### src/rtl/bba_pkg.sv
// shared types and constants for the bitmap block allocator
// used by the controller, the datapath and the top level; no dependencies
package bba_pkg;

  localparam int WORD_BITS = 32;
  // block index and divider width: holds start + length + block size - 1 in every mode
  localparam int DIVW = 34;

  typedef enum logic [1:0] {
    MODE_MARK_FREE = 2'd0,
    MODE_MARK_USED = 2'd1,
    MODE_ALLOC     = 2'd2,
    MODE_FREE      = 2'd3
  } mode_t;

  typedef enum logic [4:0] {
    OP_NOP,
    OP_CLR,
    OP_LOAD,
    OP_LD_A,
    OP_LD_B,
    OP_STEP,
    OP_SAVE_A,
    OP_SAVE_B,
    OP_SETUP,
    OP_MRD,
    OP_MWR,
    OP_SRD,
    OP_SZERO,
    OP_SBIT,
    OP_FOUND,
    OP_NOFIT,
    OP_OUT
  } dp_op_t;

  typedef struct packed {
    dp_op_t op;
  } dp_cmd_t;

  typedef struct packed {
    mode_t mode;
    logic  div_last;
    logic  range_empty;
    logic  mark_last;
    logic  map_last;
    logic  word_zero;
    logic  bit_last;
    logic  hit;
  } dp_stat_t;

endpackage

### src/rtl/bba_ctrl.sv
// allocator controller: sequences clearing, division, marking and scanning
// depends on bba_pkg
module bba_ctrl (
  input  logic              clk,
  input  logic              rst_n,
  input  logic              in_valid,
  output logic              in_ready,
  input  logic [1:0]        in_mode,
  input  logic [31:0]       in_length,
  output logic              out_valid,
  input  logic              out_ready,
  output bba_pkg::dp_cmd_t  cmd,
  input  bba_pkg::dp_stat_t stat
);
  import bba_pkg::*;

  typedef enum logic [4:0] {
    S_CLR, S_IDLE, S_DIVA_LD, S_DIVA, S_SAVE_A, S_DIVB_LD, S_DIVB, S_SAVE_B,
    S_SETUP, S_CHK, S_MRD, S_MWR, S_SRD, S_SCHK, S_SBIT, S_FOUND, S_NOFIT, S_FIN
  } state_t;

  state_t state_r, state_nxt;
  logic   out_valid_r, out_valid_nxt;

  assign in_ready  = state_r == S_IDLE;
  assign out_valid = out_valid_r;

  // next state and datapath command
  always_comb begin
    state_nxt     = state_r;
    cmd.op        = OP_NOP;
    out_valid_nxt = out_valid_r && !out_ready;
    case (state_r)
      S_CLR: begin
        cmd.op = OP_CLR;
        if (stat.map_last) begin
          state_nxt = S_IDLE;
        end
      end
      S_IDLE: begin
        if (in_valid) begin
          cmd.op = OP_LOAD;
          if (mode_t'(in_mode) != MODE_ALLOC) begin
            state_nxt = S_DIVA_LD;
          end else if (in_length == 32'd0) begin
            state_nxt = S_FIN;
          end else begin
            state_nxt = S_SRD;
          end
        end
      end
      S_DIVA_LD: begin
        cmd.op    = OP_LD_A;
        state_nxt = S_DIVA;
      end
      S_DIVA: begin
        cmd.op = OP_STEP;
        if (stat.div_last) begin
          state_nxt = S_SAVE_A;
        end
      end
      S_SAVE_A: begin
        cmd.op    = OP_SAVE_A;
        state_nxt = (stat.mode == MODE_FREE) ? S_SETUP : S_DIVB_LD;
      end
      S_DIVB_LD: begin
        cmd.op    = OP_LD_B;
        state_nxt = S_DIVB;
      end
      S_DIVB: begin
        cmd.op = OP_STEP;
        if (stat.div_last) begin
          state_nxt = S_SAVE_B;
        end
      end
      S_SAVE_B: begin
        cmd.op    = OP_SAVE_B;
        state_nxt = S_SETUP;
      end
      S_SETUP: begin
        cmd.op    = OP_SETUP;
        state_nxt = S_CHK;
      end
      S_CHK: begin
        state_nxt = stat.range_empty ? S_FIN : S_MRD;
      end
      S_MRD: begin
        cmd.op    = OP_MRD;
        state_nxt = S_MWR;
      end
      S_MWR: begin
        cmd.op    = OP_MWR;
        state_nxt = stat.mark_last ? S_FIN : S_MRD;
      end
      S_SRD: begin
        cmd.op    = OP_SRD;
        state_nxt = S_SCHK;
      end
      S_SCHK: begin
        if (stat.word_zero) begin
          cmd.op    = OP_SZERO;
          state_nxt = stat.map_last ? S_NOFIT : S_SRD;
        end else begin
          state_nxt = S_SBIT;
        end
      end
      S_SBIT: begin
        if (stat.hit) begin
          state_nxt = S_FOUND;
        end else begin
          cmd.op = OP_SBIT;
          if (stat.bit_last) begin
            state_nxt = stat.map_last ? S_NOFIT : S_SRD;
          end
        end
      end
      S_FOUND: begin
        cmd.op    = OP_FOUND;
        state_nxt = S_SETUP;
      end
      S_NOFIT: begin
        cmd.op    = OP_NOFIT;
        state_nxt = S_FIN;
      end
      S_FIN: begin
        // wait for the output register to free up
        if (!out_valid_r || out_ready) begin
          cmd.op        = OP_OUT;
          out_valid_nxt = 1'b1;
          state_nxt     = S_IDLE;
        end
      end
      default: state_nxt = S_IDLE;
    endcase
  end

  // state and output valid
  always_ff @(posedge clk) begin
    if (!rst_n) begin
      state_r     <= S_CLR;
      out_valid_r <= 1'b0;
    end else begin
      state_r     <= state_nxt;
      out_valid_r <= out_valid_nxt;
    end
  end

endmodule

### config.mk
export PLATFORM = sky130hd
export DESIGN_NAME = bba_ctrl
export DESIGN_NICKNAME = d
export VERILOG_FILES = /design/src/rtl/bba_pkg.sv /design/src/rtl/bba_ctrl.sv
export SDC_FILE = /design/constraint.sdc
export NUM_CORES = 1
export LEC_CHECK = 0
export BUFFER_PORTS_ARGS = -buffer_cell sky130_fd_sc_hd__buf_2
export CORE_ASPECT_RATIO = 0.8
export CORE_UTILIZATION = 45
export CTS_CLUSTER_SIZE = 16
export DETAILED_ROUTE_END_ITERATION = 16
export PLACE_DENSITY = 0.82
export SYNTH_ARGS = -nofsm -noshare
export SYNTH_HDL_FRONTEND = slang
export SYNTH_SLANG_ARGS = --single-unit
### constraint.sdc
create_clock -name clk -period 4.1 [get_ports clk]
set_clock_uncertainty 0.2 [all_clocks]
set_input_delay 0.205 -clock clk [delete_from_list [all_inputs] [get_ports clk]]
set_output_delay 0.205 -clock clk [all_outputs]
set_load 0.02 [all_outputs]
==> results of run 1 <==
final timing paths:
check,startpoint,end,slack (ps)
worst max register to register,state_r[1],state_r[3],1710
worst min register to register,out_valid,out_valid,470
worst max-delay path,state_r[1],cmd[2],1400
worst min-delay path,rst_n,state_r[0],50
synthesized netlist by cell type, drive strengths merged, types with 2 or more instances:
master / n / share of area
o221ai: 2 / 0.019
or3: 3 / 0.021
nand2: 9 / 0.036
nand4b: 2 / 0.019
and3: 3 / 0.020
nand4: 2 / 0.013
nor4: 11 / 0.096
nand2b: 4 / 0.037
inv: 3 / 0.012
nor3b: 2 / 0.016
nor2: 8 / 0.032
a31o: 2 / 0.019
a21oi: 8 / 0.043
o21ai: 12 / 0.064
a211oi: 2 / 0.016
nor2b: 6 / 0.040
o211ai: 3 / 0.024
o31ai: 3 / 0.024
buf: 9 / 0.068
dfxtp: 6 / 0.13
nand3: 6 / 0.032
clkbuf: 3 / 0.033
report_power, final:
| group | leakage (nW) | switching, mW | internal (mW) | total (mW) |
|---|---|---|---|---|
| clock | 0.0138 | 0.0241 | 0.0333 | 0.0574 |
| combinational | 0.431 | 0.0450 | 0.0490 | 0.0939 |
| sequential | 0.0486 | 0.0171 | 0.0610 | 0.0781 |
logic make-up (layout without fill, tap and decap cells):
group                     count (synthesis)  after routing  synth area share
and+or+nand+nor                          63             63             0.432
AOI/OAI and AO/OA                        41             41             0.295
buffers and inverters                    15             59             0.114
DFF                                       6              6             0.128
xor gates and xnor gates                  2              2            0.0187
muxes                                     1              1            0.0120
metal layers:
metal / global-route usage / up-vias / share of wire
met5: 0 / - / 0
met4: 0.105 / 0 / 0.011
met3: 0.0394 / 5 / 0.10
met2: 0.451 / 82 / 0.49
met1: 0.280 / 516 / 0.39
li1: - / 583 / -
through the flow:
stage	setup slack (ps)	total power, mW	area, µm²	instances	hold WS, ps
after floorplan	2070	0.138	936	128	133
after global placement	1790	0.168	1140	193	305
after detailed placement	1680	0.171	1140	193	315
after CTS	1430	0.228	1160	196	48.6
after global routing	1280	0.244	1160	196	57.7
final	1400	0.230	1160	196	53.2
placed cells by master (no fill, tap or decap), drive strengths merged, types with 2 or more instances in the layout:
cell,instances
or3,3
a31o,2
o221ai,2
nand2,9
nand3,6
clkbuf,3
o31ai,3
nand4,2
dfxtp,6
a21oi,8
nor3b,2
buf,53
nand2b,4
nor4,11
o21ai,12
and3,3
nand4b,2
inv,3
o211ai,3
nor2,8
a211oi,2
nor2b,6
worst max-delay path, stage by stage (launching register included):
cell and delay, ps:
dfxtp_1 920, nand2b_2 140, or3_2 490, and3_1 210
o31ai_1 60, buf_2 200
sequential cells by signal, indices dropped and copies added, names as in the netlist:
name / flops
state_r: 5
out_valid: 1
area by class of cell:
type                    instances  area share
repair buffers                 53       0.229
flip-flops and latches          6       0.104
clock buffers                   3      0.0194
inverters                       3     0.00972
well taps                      24      0.0259
multi-input cells             107       0.612
==> results.md, run 1 <==
* DR pass1 iterations at 4
* Port Buffers at between 50 and 60
* Largest net degree at the start of global routing at 29
* Via/cell ratio at ~6.1
* Worst hold path cell count at 2
* Residual DRC at 0
* Cells after Synth at about 130
* WS Path Type: reg2out
* Register area share after synthesis at 0.128
* Worst slew margin at 0.382
* Worst slew pin tran at roughly 900 ps
* Count of final hold-check violations at 0
* Hold-fix buffers, CTS at 0
* DRT iter0 DRCs at 36
* Fmax at between 300 and 400 MHz
* Final Core Density at 0.601
* Area growth, synth to finish at 23.8%
* Outcome: complete, no violations
* I/O pins at between 50 and 60
* Worst Hold Class: in2reg
* Multi-input logic area at just over 700 µm²
* Fin crit share at 0.659
* Clock root cell: clkbuf_4
* Core area at approximately 1900 µm²
* Initial Util at 0.486
* Number of synthesized flops with an enable pin at 0
* RSZ-0062 raised after global routing: no
* Antenna Cells at 0
* Final RePlAce weighted congestion at 0.869
* GRT Total Usage at 0.248
* Synth Warn # at 0
* Initial antenna violation count at 0
* First-pass GRT wire length at about 4.2 mm
* Routed WL at 2.65 mm
* Min cycle time layout at 2700 ps
* R2R cell count at 4
* Die X at approximately 53 µm
* Highest net fanout along the worst path at 28
* Remaining Overflow, GRT at 0
* Worst-Skew Late Latency at approximately 250 ps
* Ys flop type: dfxtp_1
* Max IR drop VDD at about 0.00010 V
* #FFs+latches synth at 6
* ANT nets after route at 0
* Crit start category: flip-flop
* Final-stage net count at approximately 220
* Fin Setup TNS at 0 ps
* Crit path DAT at ~2300 ps
* Post_cts resized at 0
* Leak pwr at roughly 0.5 nW
* Final setup vio count at 0
* Max_cap viols at 0
* Via count at between 1,000 and 1,500
* CTS tree: yes
* Clk buf depth at 2
* Postcts setup bufs at 0
* DR WL/cell at ~14 µm
* Clk sink count at 6
* Synthesized area at 936 µm²
* CTS H-tree lvls at 1
* Distinct cells, synth at 49
* Power Dens Cells at 198 nW/µm²
* Final Max Tran Viols at 0
* Endpoint class of the critical path: primary output
* Sequential cell area at roughly 120 µm²
* Synth Net Count at 175
* Req. time, crit path at roughly 3700 ps
* Share of cells above drive strength 1 at 0.384
* Avg Inst Size Synth at approximately 7.3 µm²
* Clk slew on worst S/H paths at ~50 ps
* Die area at 2270 µm²
* FFs w/ async S/R, synth at 0
* Vias in the first global route at 1,066
* Row count at 14
* HPWL Detailed at between 2 and 2.5 mm
* Die H at about 43 µm
* TritonCTS Buffers at 3
* Number of fill cells at approximately 190
(Power assumes the default switching activity.)
==> run 2, diff against run 1 <==
--- a/config.mk
+++ b/config.mk
@@ -5,12 +5,13 @@
 export SDC_FILE = /design/constraint.sdc
 export NUM_CORES = 1
 export LEC_CHECK = 0
+export ABC_AREA = 1
 export BUFFER_PORTS_ARGS = -buffer_cell sky130_fd_sc_hd__buf_2
 export CORE_ASPECT_RATIO = 0.8
-export CORE_UTILIZATION = 45
+export CORE_UTILIZATION = 43
 export CTS_CLUSTER_SIZE = 16
 export DETAILED_ROUTE_END_ITERATION = 16
-export PLACE_DENSITY = 0.82
+export PLACE_DENSITY = 0.79
 export SYNTH_ARGS = -nofsm -noshare
 export SYNTH_HDL_FRONTEND = slang
 export SYNTH_SLANG_ARGS = --single-unit
==> constraint.sdc (replaced) <==
create_clock -name clk -period 2.8 [get_ports clk]
set_clock_uncertainty 0.2 [all_clocks]
set_input_delay 0.14 -clock clk [delete_from_list [all_inputs] [get_ports clk]]
set_output_delay 0.14 -clock clk [all_outputs]
set_load 0.02 [all_outputs]
==> run 2 against run 1 <==
Net effect: combinational power rose to 5.0 times the previous value; cell count rose by 38%; global-route usage rose by 1.9 points; critical path type unchanged; critical endpoint unchanged.
==> results.md, run 2 <==
* Outcome: complete, no violations
* Post_cts resized at 0
* Worst-Skew Late Latency at approximately 240 ps
* Worst Hold Class: in2reg
* Clk sink count at 6
* Final setup vio count at 0
* TritonCTS Buffers at 3
* Top reg by flops: state_r
* Leak pwr at 0.735 nW
* Number of synthesized flops with an enable pin at 0
* Clock root cell: clkbuf_4
* Worst slew pin tran at around 290 ps
* Share of cells above drive strength 1 at 0.305
* Highest net fanout along the worst path at 6
* Min setup slack post-route at approximately 740 ps
* Commonest cells in the netlist: nand2_1 (52), nor2_1 (50), inv_1 (21)
* Remaining Overflow, GRT at 0
* Distinct cells, synth at 21
* Antenna Cells at 0
* Crit start category: flip-flop
* CTS H-tree lvls at 1
* Port Buffers at 53
* DR WL/cell at roughly 11 µm
* Largest register FFs at 5
* Via count at between 1,000 and 1,500
* WS Path Type: reg2out
* Endpoint class of the critical path: primary output
* Row count at 14
* Initial Util at 0.476
* Avg Inst Size Synth at 4.89 µm²
* Ys flop type: dfxtp_1
* Die area at between 2000 and 2500 µm²
* Top cell type's share of synthesized area at 0.211
* FFs w/ async S/R, synth at 0
* Max_cap viols at 0
* Synth Net Count at 236
* Core area at between 1500 and 2000 µm²
* First-pass GRT wire length at roughly 4.7 mm
* Synthesized area at about 920 µm²
* Crit path DAT at between 1500 and 2000 ps
* ANT nets after route at 0
* RSZ-0062 raised after global routing: no
* Multi-input logic area at 714 µm²
* Worst hold path cell count at 4
* Min cycle time layout at 2060 ps
* #FFs+latches synth at 6
* DRT iter0 DRCs at 96
* Largest net degree at the start of global routing at 10
* Clk slew on worst S/H paths at around 40 ps
* Routed WL at approximately 2.9 mm
* GRT Total Usage at 0.267
* Fin crit share at 0.736
* Fmax at between 400 and 500 MHz
* Synth top area cells: nand2_1 (21%), nor2_1 (20%), dfxtp_1 (13%), nand3_1 (9.2%), inv_1 (8.5%)
* Register area share after synthesis at 0.130
* Residual DRC at 0
* Max IR drop VDD at 0.000435 V
* Area growth, synth to finish at 35.5%
* Final-stage net count at slightly below 300
* Most frequent cell after synthesis: nand2_1
* Cell taking the most area after synthesis: nand2_1
* Clk buf depth at 2
* Sequential cell area at between 100 and 150 µm²
* WHS at between 20 and 25 ps
* I/O pins at 54
* Die X at about 54 µm
* Count of final hold-check violations at 0
* Cells after Synth at approximately 190
* Req. time, crit path at roughly 2500 ps
* Die H at around 43 µm
* Synth Warn # at 0
* CTS tree: yes
* R2R cell count at 8
* Worst slew margin at 0.807
* Dpl ws at a little over 1000 ps
* Postcts setup bufs at 0
* Final Max Tran Viols at 0
* Power Dens Cells at 540 nW/µm²
* DR pass1 iterations at 5
* Vias in the first global route at about 1,200
* HPWL Detailed at 2.46 mm
* Most frequent cells in the layout: buf_2 (53), nand2_1 (52), nor2_1 (50), inv_1 (21), nand3_1 (17)
* Final RePlAce weighted congestion at 1.06
* Initial antenna violation count at 0
* Via/cell ratio at a little over 5
* Most common cell after layout, fill and taps aside: buf_2
* Fin Setup TNS at 0 ps
* Number of fill cells at 200
==> run 2: per-layer routing <==
metal  wire (µm)  global-route usage
met5           0                   0
met4          25              0.0579
met3         339              0.0386
met2        1190               0.400
met1        1320               0.398
==> run 2: cells by family (layout without fill, tap and decap cells) <==
| kind of cell | Yosys count | after routing | share of synthesized area |
|---|---|---|---|
| AOI/OAI and AO/OA | 15 | 15 | 0.0893 |
| buffers and inverters | 24 | 81 | 0.0974 |
| and+or+nand+nor | 144 | 144 | 0.683 |
| DFF | 6 | 6 | 0.130 |
==> run 2: path summary, 6_finish.rpt <==
path | start | endpoint | slack [ps]
setup reg to reg | state_r[4] | state_r[0] | 1040
hold / removal | out_ready | out_valid | 20
setup / recovery | state_r[1] | cmd[2] | 740
hold reg to reg | state_r[2] | state_r[2] | 360
==> run 2: worst max-delay path, stage by stage (launching register included) <==
cell and delay [ps]:
dfxtp_1 430, inv_1 120, nand2_2 110, inv_2 80, nand2_1 90, inv_1 60
a211oi_1 310, nand3_1 100, buf_2 180
==> run 2: stage by stage <==
step | cell area (µm²) | utilization | power [mW] | instances
2_1_floorplan | 925 | - | 0.458 | 189
3_3_place_gp | 1220 | 0.627 | 0.605 | 266
3_5_place_dp | 1220 | 0.627 | 0.594 | 266
4_1_cts | 1250 | 0.644 | 0.672 | 270
5_1_grt | 1250 | 0.644 | 0.738 | 270
6_report | 1250 | 0.644 | 0.676 | 270
==> run 2: power by group <==
group	switching, mW	internal (mW)	total (mW)
Clock	0.0288	0.0483	0.0771
Sequential	0.0312	0.103	0.135
Combinational	0.304	0.161	0.465
==> run 2: repair_timing <==
action	in CTS	in global routing
hold buffers	1	0
endpoints found under the hold margin	1	0
setup endpoints to repair	0	0
==> run 2: cell type report <==
type,count,share of cell area
Timing Repair Buffer,54,0.220
Clock buffer,3,0.0180
Tap cell,24,0.0240
Sequential cell,6,0.0959
Multi-Input combinational cell,159,0.570
Inverter,24,0.0719
